`src/hw/rtl/alkd_pkg.sv`:
```
// Shared types and constants for the analog ladder keypad debouncer.
// Used by every module under hw/rtl; has no dependencies of its own.
package alkd_pkg;

    // Field widths
    localparam int TIME_W = 32;
    localparam int RAW_W  = 12;
    localparam int KEY_W  = 3;
    localparam int DEB_W  = 16;
    localparam int NUM_KEYS = 6;

    // Configuration port
    localparam int CFG_IDX_W  = 3;
    localparam int CFG_DATA_W = 16;

    localparam logic [CFG_IDX_W-1:0] REG_KEY1_MAX    = 3'd0;
    localparam logic [CFG_IDX_W-1:0] REG_KEY2_MAX    = 3'd1;
    localparam logic [CFG_IDX_W-1:0] REG_KEY3_MAX    = 3'd2;
    localparam logic [CFG_IDX_W-1:0] REG_KEY4_MAX    = 3'd3;
    localparam logic [CFG_IDX_W-1:0] REG_KEY5_MAX    = 3'd4;
    localparam logic [CFG_IDX_W-1:0] REG_KEY6_MAX    = 3'd5;
    localparam logic [CFG_IDX_W-1:0] REG_RELEASE_THR = 3'd6;
    localparam logic [CFG_IDX_W-1:0] REG_DEBOUNCE_MS = 3'd7;

    // Register reset values
    localparam logic [RAW_W-1:0] KEY1_MAX_RST    = 12'd300;
    localparam logic [RAW_W-1:0] KEY2_MAX_RST    = 12'd800;
    localparam logic [RAW_W-1:0] KEY3_MAX_RST    = 12'd1400;
    localparam logic [RAW_W-1:0] KEY4_MAX_RST    = 12'd2000;
    localparam logic [RAW_W-1:0] KEY5_MAX_RST    = 12'd2600;
    localparam logic [RAW_W-1:0] KEY6_MAX_RST    = 12'd3200;
    localparam logic [RAW_W-1:0] RELEASE_THR_RST = 12'd3700;
    localparam logic [DEB_W-1:0] DEBOUNCE_MS_RST = 16'd30;

    // Minimum spacing between accepted readings, in ms
    localparam logic [TIME_W-1:0] SAMPLE_INTERVAL_MS = 32'd5;

    // Key code meaning no key pressed
    localparam logic [KEY_W-1:0] KEY_NONE = 3'd0;

    typedef struct packed {
        logic [TIME_W-1:0] now_ms;
        logic [RAW_W-1:0]  raw_sample;
    } t_in_item;

    typedef struct packed {
        logic [KEY_W-1:0] stable_key;
        logic [RAW_W-1:0] held_raw;
        logic             press_valid;
        logic [KEY_W-1:0] press_key;
        logic [RAW_W-1:0] press_raw;
    } t_out_item;

    typedef struct packed {
        logic [NUM_KEYS-1:0][RAW_W-1:0] key_max;
        logic [RAW_W-1:0]               release_thr;
        logic [DEB_W-1:0]               debounce_ms;
    } t_cfg;

endpackage

```
`src/hw/rtl/alkd_cfg_regs.sv`:
```
// Configuration register file for the keypad debouncer.
// Depends on alkd_pkg for register indexes, widths and reset values.
module alkd_cfg_regs
    import alkd_pkg::*;
(
    input  logic                  i_clk,
    input  logic                  i_rst_n,
    input  logic                  i_cfg_wr_en,
    input  logic [CFG_IDX_W-1:0]  i_cfg_idx,
    input  logic [CFG_DATA_W-1:0] i_cfg_wdata,
    output t_cfg                  o_cfg
);

    t_cfg r_cfg;

    // Write-only registers, one per index
    always_ff @(posedge i_clk) begin
        if (!i_rst_n) begin
            r_cfg.key_max[0]  <= KEY1_MAX_RST;
            r_cfg.key_max[1]  <= KEY2_MAX_RST;
            r_cfg.key_max[2]  <= KEY3_MAX_RST;
            r_cfg.key_max[3]  <= KEY4_MAX_RST;
            r_cfg.key_max[4]  <= KEY5_MAX_RST;
            r_cfg.key_max[5]  <= KEY6_MAX_RST;
            r_cfg.release_thr <= RELEASE_THR_RST;
            r_cfg.debounce_ms <= DEBOUNCE_MS_RST;
        end else if (i_cfg_wr_en) begin
            unique case (i_cfg_idx)
                REG_KEY1_MAX:    r_cfg.key_max[0]  <= i_cfg_wdata[RAW_W-1:0];
                REG_KEY2_MAX:    r_cfg.key_max[1]  <= i_cfg_wdata[RAW_W-1:0];
                REG_KEY3_MAX:    r_cfg.key_max[2]  <= i_cfg_wdata[RAW_W-1:0];
                REG_KEY4_MAX:    r_cfg.key_max[3]  <= i_cfg_wdata[RAW_W-1:0];
                REG_KEY5_MAX:    r_cfg.key_max[4]  <= i_cfg_wdata[RAW_W-1:0];
                REG_KEY6_MAX:    r_cfg.key_max[5]  <= i_cfg_wdata[RAW_W-1:0];
                REG_RELEASE_THR: r_cfg.release_thr <= i_cfg_wdata[RAW_W-1:0];
                REG_DEBOUNCE_MS: r_cfg.debounce_ms <= i_cfg_wdata[DEB_W-1:0];
                default:         r_cfg             <= r_cfg;
            endcase
        end
    end

    assign o_cfg = r_cfg;

endmodule

```
`src/hw/rtl/alkd_decode.sv`:
```
// Ladder decoder: maps a raw ADC reading to key 1..6 or none.
// Depends on alkd_pkg for the configuration struct and widths.
module alkd_decode
    import alkd_pkg::*;
(
    input  logic [RAW_W-1:0] i_raw,
    input  t_cfg             i_cfg,
    output logic [KEY_W-1:0] o_key
);

    // First threshold at or above the reading wins; above release means none
    always_comb begin
        o_key = KEY_NONE;
        for (int k = NUM_KEYS - 1; k >= 0; k--) begin
            if (i_raw <= i_cfg.key_max[k]) begin
                o_key = KEY_W'(k + 1);
            end
        end
        if (i_raw > i_cfg.release_thr) begin
            o_key = KEY_NONE;
        end
    end

endmodule

```
`src/hw/rtl/alkd_core.sv`:
```
// Input register, sample gating, debounce state and result register.
// Depends on alkd_pkg and instantiates alkd_decode.
module alkd_core
    import alkd_pkg::*;
(
    input  logic      i_clk,
    input  logic      i_rst_n,
    input  t_cfg      i_cfg,
    input  logic      i_in_valid,
    output logic      o_in_ready,
    input  t_in_item  i_in_data,
    output logic      o_out_valid,
    input  logic      i_out_ready,
    output t_out_item o_out_data
);

    // Pipeline registers
    logic      r_s1_valid;
    t_in_item  r_s1_data;
    logic      r_out_valid;
    t_out_item r_out_data;

    // Debounce state
    logic [TIME_W-1:0] r_last_time, n_last_time;
    logic [RAW_W-1:0]  r_last_raw,  n_last_raw;
    logic [KEY_W-1:0]  r_cand_key,  n_cand_key;
    logic [TIME_W-1:0] r_cand_since, n_cand_since;
    logic [KEY_W-1:0]  r_deb_key,   n_deb_key;
    t_out_item         n_out;

    logic              adv;
    logic              fire;
    logic [KEY_W-1:0]  dec_key;
    logic [TIME_W-1:0] elapsed;
    logic [TIME_W-1:0] cand_age;

    // Handshake: the result register empties or is taken, so stage 1 moves
    assign adv        = !r_out_valid || i_out_ready;
    assign fire       = adv && r_s1_valid;
    assign o_in_ready = !r_s1_valid || adv;

    alkd_decode u_decode (
        .i_raw (r_s1_data.raw_sample),
        .i_cfg (i_cfg),
        .o_key (dec_key)
    );

    assign elapsed  = r_s1_data.now_ms - r_last_time;
    assign cand_age = r_s1_data.now_ms - r_cand_since;

    // Next state and result for the transaction in stage 1
    always_comb begin
        n_last_time  = r_last_time;
        n_last_raw   = r_last_raw;
        n_cand_key   = r_cand_key;
        n_cand_since = r_cand_since;
        n_deb_key    = r_deb_key;
        n_out.press_valid = 1'b0;
        n_out.press_key   = KEY_NONE;
        n_out.press_raw   = '0;
        if (elapsed >= SAMPLE_INTERVAL_MS) begin
            n_last_time = r_s1_data.now_ms;
            n_last_raw  = r_s1_data.raw_sample;
            if (dec_key != r_cand_key) begin
                n_cand_key   = dec_key;
                n_cand_since = r_s1_data.now_ms;
            end else if (dec_key != r_deb_key &&
                         cand_age >= TIME_W'(i_cfg.debounce_ms)) begin
                n_deb_key = dec_key;
                if (dec_key != KEY_NONE) begin
                    n_out.press_valid = 1'b1;
                    n_out.press_key   = dec_key;
                    n_out.press_raw   = r_s1_data.raw_sample;
                end
            end
        end
        n_out.stable_key = n_deb_key;
        n_out.held_raw   = n_last_raw;
    end

    // Control and state registers
    always_ff @(posedge i_clk) begin
        if (!i_rst_n) begin
            r_s1_valid   <= 1'b0;
            r_out_valid  <= 1'b0;
            r_last_time  <= '0;
            r_last_raw   <= '0;
            r_cand_key   <= KEY_NONE;
            r_cand_since <= '0;
            r_deb_key    <= KEY_NONE;
        end else begin
            if (i_in_valid && o_in_ready) begin
                r_s1_valid <= 1'b1;
            end else if (adv) begin
                r_s1_valid <= 1'b0;
            end
            if (adv) begin
                r_out_valid <= r_s1_valid;
            end
            if (fire) begin
                r_last_time  <= n_last_time;
                r_last_raw   <= n_last_raw;
                r_cand_key   <= n_cand_key;
                r_cand_since <= n_cand_since;
                r_deb_key    <= n_deb_key;
            end
        end
    end

    // Payload registers
    always_ff @(posedge i_clk) begin
        if (i_in_valid && o_in_ready) begin
            r_s1_data <= i_in_data;
        end
        if (fire) begin
            r_out_data <= n_out;
        end
    end

    assign o_out_valid = r_out_valid;
    assign o_out_data  = r_out_data;

endmodule

```
`src/hw/rtl/analog_ladder_keypad_debouncer_top.sv`:
```
// Top level of the analog ladder keypad debouncer.
// Depends on alkd_pkg; instantiates alkd_cfg_regs and alkd_core.
//
// Input channel (i_in_valid / o_in_ready / i_in_data) carries one
// transaction per ADC reading: a millisecond timestamp and the raw value.
// Output channel (o_out_valid / i_out_ready / o_out_data) returns one
// transaction per input: stable key, last accepted reading and a press
// pulse with key and reading when a new nonzero key settles.
// Readings closer than the sample interval to the last accepted one are
// ignored but still produce a result with unchanged state.
// The input register loads at the accepting edge and the result register
// once stage 1 moves on, after which the result is valid.
// Throughput: one transaction per cycle unless stalled; the whole decode
// and debounce update is one pass of logic from input to result register.
// Reset (i_rst_n low, synchronous) loads the threshold defaults, clears
// all debounce state and empties both pipeline registers.
// On a receiver stall the result is held and the input register still
// takes one more transaction; then o_in_ready drops. Configuration writes
// take effect at once; the user must make them while idle (not enforced).
module analog_ladder_keypad_debouncer_top
    import alkd_pkg::*;
(
    input  logic                  i_clk,
    input  logic                  i_rst_n,
    input  logic                  i_cfg_wr_en,
    input  logic [CFG_IDX_W-1:0]  i_cfg_idx,
    input  logic [CFG_DATA_W-1:0] i_cfg_wdata,
    input  logic                  i_in_valid,
    output logic                  o_in_ready,
    input  t_in_item              i_in_data,
    output logic                  o_out_valid,
    input  logic                  i_out_ready,
    output t_out_item             o_out_data
);

    t_cfg cfg;

    alkd_cfg_regs u_cfg_regs (
        .i_clk       (i_clk),
        .i_rst_n     (i_rst_n),
        .i_cfg_wr_en (i_cfg_wr_en),
        .i_cfg_idx   (i_cfg_idx),
        .i_cfg_wdata (i_cfg_wdata),
        .o_cfg       (cfg)
    );

    alkd_core u_core (
        .i_clk       (i_clk),
        .i_rst_n     (i_rst_n),
        .i_cfg       (cfg),
        .i_in_valid  (i_in_valid),
        .o_in_ready  (o_in_ready),
        .i_in_data   (i_in_data),
        .o_out_valid (o_out_valid),
        .i_out_ready (i_out_ready),
        .o_out_data  (o_out_data)
    );

endmodule

```
`config.mk`:
```
export PLATFORM = sky130hd
export DESIGN_NAME = analog_ladder_keypad_debouncer_top
export DESIGN_NICKNAME = d
export VERILOG_FILES = /design/src/hw/rtl/alkd_pkg.sv /design/src/hw/rtl/alkd_cfg_regs.sv /design/src/hw/rtl/alkd_decode.sv /design/src/hw/rtl/alkd_core.sv /design/src/hw/rtl/analog_ladder_keypad_debouncer_top.sv
export SDC_FILE = /design/constraint.sdc
export NUM_CORES = 1
export LEC_CHECK = 0
export ABC_CLOCK_PERIOD_IN_PS = 11900
export BUFFER_PORTS_ARGS = -buffer_cell sky130_fd_sc_hd__buf_2
export CAP_MARGIN = 20
export CORE_ASPECT_RATIO = 1.1
export CORE_UTILIZATION = 47
export DETAILED_ROUTE_END_ITERATION = 8
export GPL_TIMING_DRIVEN = 0
export HOLD_SLACK_MARGIN = 0.02
export MAX_ROUTING_LAYER = met4
export PLACE_DENSITY = 0.64
export SLEW_MARGIN = 20
export SYNTH_ARGS = -nofsm -noshare
export SYNTH_HDL_FRONTEND = slang
export SYNTH_HIERARCHICAL = 1
export SYNTH_SLANG_ARGS = --single-unit
```
`constraint.sdc`:
```
create_clock -name i_clk -period 11.9 [get_ports i_clk]
set_clock_uncertainty 0.2 [all_clocks]
set_input_delay 2.38 -clock i_clk [delete_from_list [all_inputs] [get_ports i_clk]]
set_output_delay 2.38 -clock i_clk [all_outputs]
set_load 0.02 [all_outputs]
```
---- Yosys cells after proc, flatten, opt, wreduce, memory -nomap -nowiden ----
Index checks and enable logic that the tools add are counted.
Widths: inputs -> output; s select.
operators by class
  reductions and logical operators ........ 22
  eq/ne operators ......................... 9
  $add $sub $neg .......................... 2
  muxes and demuxes ....................... 14
  order comparisons ....................... 9
  bitwise logic cells ..................... 3
operator list
  kind                 number
  $le 12x12->1         6
  $sub 32x32->32       2
  $ge 32x16->1         1
  $ge 32x3->1 const B  1
  $mux 3               10
  $reduce_and 2->1     9
  $mux 16              1
  $eq 3x3->1 const B   4
  $gt 12x12->1         1
  $mux 12              1
  $eq 3x2->1 const B   2
  $ne 3x3->1           2
  $reduce_or 4->1      1
  $eq 3x1->1 const B   1
  $logic_and 1x1->1    3
  $logic_not 3->1      1
  $not 1->1            3
  $reduce_and 3->1     1
  $reduce_bool 3->1    1
  $reduce_or 3->1      1
  $logic_not 1->1      2
  $logic_or 1x1->1     2
  $mux 1               2
  $reduce_bool 2->1    1
word-level totals
  logic and storage cells ................. 81
  register bits ........................... 259
  output and inout port bits .............. 33
  input bits .............................. 68

---- Depth between registers and ports, before layout ----
  depth in word-level cells ............... 13
  gate-level depth with buffers ........... 22
  mapped depth without buffers ............ 21

---- Modules after synthesis ----
The synthesis kept the hierarchy.
by module, submodules not included
  module         cells each  sequential area each (µm²)  instances  area each (µm²)
  alkd_core      1184        3933.8                      1          10570.1
  alkd_cfg_regs  368         2001.9                      1          3844.9
  alkd_decode    296         0.0                         1          2148.3

---- Worst setup path before layout ----
OpenSTA, ideal clock, no wires.
  kind .................................... input to output
  start point ............................. in i_out_ready
  end point ............................... out o_in_ready
  path buffers ............................ 0
  setup slack ............................. 6.569 ns
  data required time ...................... 9.320 ns
  data arrival time ....................... 2.751 ns
  stages .................................. 2
  cell sequence ........................... nor2b_1 -> nand2_1
on the way
  word-level cells in the longest chain between the ends .. 2
RTL lines
  what                RTL line                                  RTL
  start: declaration  analog_ladder_keypad_debouncer_top.sv:32  input logic i_out_ready,
  $logic_or 1x1->1    alkd_core.sv:38                           assign adv = !r_out_valid || i_out_ready;
  $logic_or 1x1->1    alkd_core.sv:40                           assign o_in_ready = !r_s1_valid || adv;
  end: declaration    analog_ladder_keypad_debouncer_top.sv:29  output logic o_in_ready,
Every way passes these cells.

---- Worst setup path in the final report ----
  start point ............................. reg u_core/r_s1_data[13] (netlist bit)
  end point ............................... reg u_core.r_out_data (netlist bit u_core/o_out_data[9]), data pin
on the way
  word-level cells in the longest chain between the ends .. 5
  elaborated cells between the ends (all ways) .. 8
  classes of those cells .................. add/sub: 2; order compare: 2; bitwise: 2; reduce/logical: 2
RTL lines
  what                                RTL line          RTL
  start: declaration                  alkd_core.sv:19   t_in_item r_s1_data;
  start signal: assignment            alkd_core.sv:113  r_s1_data <= i_in_data;
  $sub 32x32->32                      alkd_core.sv:49   assign cand_age = r_s1_data.now_ms - r_cand_since;
  $ge 32x16->1                        alkd_core.sv:68   cand_age >= TIME_W'(i_cfg.debounce_ms)) begin
  $logic_and 1x1->1                   alkd_core.sv:67   end else if (dec_key != r_deb_key &&
  $not 1->1 (no source line)          n/a
  $reduce_or 4->1 (no source line) *  n/a
  end signal: assignment              alkd_core.sv:116  r_out_data <= n_out;
  end: declaration                    alkd_core.sv:21   t_out_item r_out_data;
Mark *: on every way between the ends. The rest lies on a longest branch, timed or not.
A chain may end at the register's enable or synchronous reset.

==> results.py <==
metrics = {
    "status": {
        "status": "finished clean",
    },
    "critical_path": {
        "worst_setup_path_end_kind": "flop",
        "start_kind": "flop",
        "cp_common_cell": "o2111ai_1",
        "ff2ff_path_depth": 21,
        "cp.arrival_ps": 6090,
        "critPathRequiredTime_ps": 12040,
        "critPathSlowestCell": "or4_4",
        "slowest_delay_ps": 570,
        "r2r_start": "u_core/r_s1_data[13]",
        "worstPathMaxFanout": 10,
        "path_cells": "ha_1 -> nor2b_1 -> o2111ai_1 -> a211oi_1 -> nand2b_1 -> a21o_1 -> a21oi_1 -> xnor2_1 -> ha_1 -> a211o_1 -> o211ai_1 -> o2111ai_1 -> or4_1 -> nor4_2 -> o2111ai_1 -> a2111o_1 -> or4_4 -> nand3b_4 -> nor2_2 -> buf_6 -> and2_1",
        "critical_path.endpoint": "u_core/o_out_data[9]",
        "ff2ff_setup_slack_ps": 5950,
        "path_class": "flop to flop",
        "critPathLaunch": "u_core/r_s1_data[13]",
        "worstReg2RegEnd": "u_core/o_out_data[9]",
    },
    "timing": {
        "hold_ws_ps": 257.5,
        "rsz0062_at_grt": "no",
        "setup_viol": 0,
        "worst-slew-pin-transition_ps": 729.3,
        "slew_viol_final": 0,
        "finalHoldViolCount": 0,
        "max-slew-margin-rel": 0.5074,
        "fmax_mhz": 168.0,
        "post-route-period-util": 0.5002,
        "final.setup.tns_ps": 0,
        "min_period_ps": 5952,
    },
    "clocking": {
        "root_buffer": "clkbuf_16",
        "clk_pin_slew_worst_paths_ps": 60,
        "holdBufCountCts": 0,
        "clk_latency_ps": 590,
        "tritoncts": "done",
        "cts_inserted_buffers": 30,
        "clockBufferDepth": 3,
        "cts_max_level": 1,
        "post_cts_buffers": 0,
        "cts_resized": 0,
        "cts_sinks": 259,
    },
    "logic_synthesis": {
        "syn_inst": 1848,
        "yosysWarningCount": 6,
        "synth_ff_type": "dfxtp_1",
        "synth_area_leaders": "dfxtp_1 (22%), edfxtp_1 (14%), ha_1 (12%), mux2i_1 (9.4%), nand2_1 (4.7%)",
        "syn_area_per_cell_um2": 8.963,
        "yosysTopAreaCellShare": 0.2224,
        "synth_nets": 2080,
        "ys_seq_area_frac": 0.3584,
        "synth_edf_count": 75,
        "ys_types": 86,
        "syn_area_mm2": 0.01656,
        "ys_async_sr_fraction": 0,
        "synth-seq-cells": 259,
        "synth_top_area_cell": "dfxtp_1",
    },
    "global_routing": {
        "met1_usage": 0.3393,
        "grt_overflow": 0,
        "grt_usage": 0.2589,
        "antenna_found_initial": 0,
        "first_global_vias": 13283,
        "grt_first_pass_wirelength_um": 71280,
        "use_met2": 0.4134,
        "grt_use_met3": 0.03369,
        "busiest_layer": "met2",
        "grt_max_degree": 31,
    },
    "routing": {
        "drt_iter0_drc": 818,
        "wl_per_cell_um": 18.51,
        "drc_errors": 0,
        "route.vias.total": 13731,
        "via_per_inst": 5.623,
        "routed_wl_um": 45190,
        "drt-pass1-iter-count": 7,
        "drt.antenna.violating_nets": 0,
    },
    "placement": {
        "gp_congestion": 0.9248,
        "port_buffers": 99,
        "dp_cells": 2387,
        "dp_hpwl_um": 34140,
    },
    "layout": {
        "final_layout_size_suffix_gt1_frac": 0.1063,
        "diodes": 0,
        "final_cells": 2442,
        "nets": 2213,
        "fillers": 3252,
        "syn_to_final_growth_pct": 12.59,
    },
    "job": {
        "drv_cap": 0,
    },
    "floorplan": {
        "pin_count": 101,
        "start_util": 0.4805,
        "die_h_um": 198.9,
        "rows": 71,
        "design.core.area_mm2": 0.03447,
        "die-area_mm2": 0.03600,
        "die_w_um": 181.0,
    },
    "pwr": {
        "powerDensity_mw_per_mm2": 129.8,
        "leakage_uw": 0.008045,
        "ir_worst_vdd_v": 0.0001154,
    },
    "min_path": {
        "hp-class": "flop to flop",
    },
}
[routing by layer]
layer,vias to the layer above,share of wire
met3,91,0.053
met5,-,0
li1,6819,-
met2,330,0.45
met4,0,0.028
met1,6491,0.47
[cells by family (layout without fill, tap and decap cells)]
| logic type | after synthesis | count (layout) | synth area share |
|---|---|---|---|
| simple gates | 583 | 583 | 0.1820 |
| compound gates | 365 | 365 | 0.1447 |
| buf+inv | 269 | 425 | 0.06610 |
| flops | 259 | 259 | 0.3584 |
| mux | 171 | 171 | 0.1045 |
| fa+ha+maj | 164 | 164 | 0.1248 |
| xor+xnor | 37 | 37 | 0.01956 |
[final cells by class]
type	instances	area, um^2	share of cell area
plain buffers	94	437.9	0.02348
clock inverters	10	103.9	0.005569
repair buffers	101	535.5	0.02872
inverters	175	658.1	0.03529
clock buffers	45	894.6	0.04797
well taps	438	548.0	0.02939
multi-input cells	1320	9534	0.5113
flip-flops and latches	259	5936	0.3183
[flip-flops by register name, summed over array words and instances (netlist names)]
signal               cells
u_cfg_regs/o_cfg       100
u_core/r_s1_data        44
u_core/r_cand_since     32
u_core/r_last_time      32
u_core/o_out_data       31
u_core/r_last_raw       12
u_core/r_cand_key        3
u_core/r_deb_key         3
u_core/o_out_valid       1
u_core/r_s1_valid        1
[how the worst min path moves through the flow]
stage | start | to | slack [ps] | cells after the start
floorplan | u_cfg_regs/o_cfg[11] | u_cfg_regs/o_cfg[11] | 230 | 2
global placement | u_cfg_regs/o_cfg[54] | u_cfg_regs/o_cfg[54] | 240 | 2
detailed placement | u_cfg_regs/o_cfg[59] | u_cfg_regs/o_cfg[59] | 250 | 2
CTS | u_cfg_regs/o_cfg[15] | u_cfg_regs/o_cfg[15] | 260 | 2
global route | u_cfg_regs/o_cfg[10] | u_cfg_regs/o_cfg[10] | 270 | 2
finish | u_cfg_regs/o_cfg[77] | u_cfg_regs/o_cfg[77] | 260 | 2
[critical path: cells and delay by family, from the launching register on]
kind | cells | cell delay, ps
AOI/OAI and AO/OA | 9 | 1970
and+or+nand+nor | 8 | 1900
adders and majority gates | 2 | 650
DFF | 1 | 560
xor gates and xnor gates | 1 | 260
buffers and inverters | 1 | 150
[cell usage in the layout (no fill, tap or decap), drive strengths merged, types with 11 or more instances in the layout]
cell type	count
o211ai	17
a21oi	103
buf	127
mux2i	155
xnor2	26
nor2b	107
nand4	50
a2111oi	12
nand3	59
nor2	50
xor2	11
or3	12
a21o	28
a21boi	11
dfxtp	184
nand2	208
inv	174
nand2b	14
edfxtp	75
nor3	17
o21a	18
ha	162
clkbuf	113
o21ai	85
mux2	16
and2	21
[per-stage QoR]
stage          total power (uW)  instance area (um^2)  setup slack (ps)  utilization
2_1_floorplan              1365                 16560              6569            -
6_report                   2420                 18650              5948       0.5410
4_1_cts                    2441                 18650              5942       0.5410
5_1_grt                    2541                 18650              5578       0.5410
3_3_place_gp               1502                 17610              5916       0.5108
3_5_place_dp               1513                 17650              5986       0.5121
[cells in the mapped netlist (5+ instances only)]
| cell | number |
|---|---|
| o21a_1 | 18 |
| nand4_1 | 49 |
| o221ai_1 | 6 |
| xor2_1 | 11 |
| xnor2_1 | 26 |
| inv_1 | 174 |
| clkbuf_1 | 68 |
| o211ai_1 | 17 |
| nor4_1 | 9 |
| a31oi_1 | 10 |
| o31ai_1 | 5 |
| nand2b_1 | 14 |
| nand4b_1 | 5 |
| nand2_1 | 208 |
| buf_6 | 8 |
| o21bai_1 | 5 |
| or3_1 | 12 |
| ha_1 | 162 |
| a21boi_0 | 10 |
| a21oi_1 | 102 |
| a2111oi_0 | 10 |
| nor3_1 | 17 |
| mux2i_1 | 155 |
| nor2_1 | 48 |
| and2_1 | 21 |
| a211o_1 | 10 |
| nand3_1 | 59 |
| nor2b_1 | 107 |
| o2111ai_1 | 6 |
| a21o_1 | 28 |
| edfxtp_1 | 75 |
| dfxtp_1 | 184 |
| buf_2 | 16 |
| a211oi_1 | 8 |
| o21ai_0 | 78 |
| mux2_2 | 12 |
| o21ai_1 | 7 |
| o22ai_1 | 5 |
[power breakdown]
| group | switching, uW | internal, uW |
|---|---|---|
| Sequential | 38.4 | 952 |
| Clock | 377 | 542 |
| Combinational | 308 | 202 |
Power figures use the tool's default switching activity.
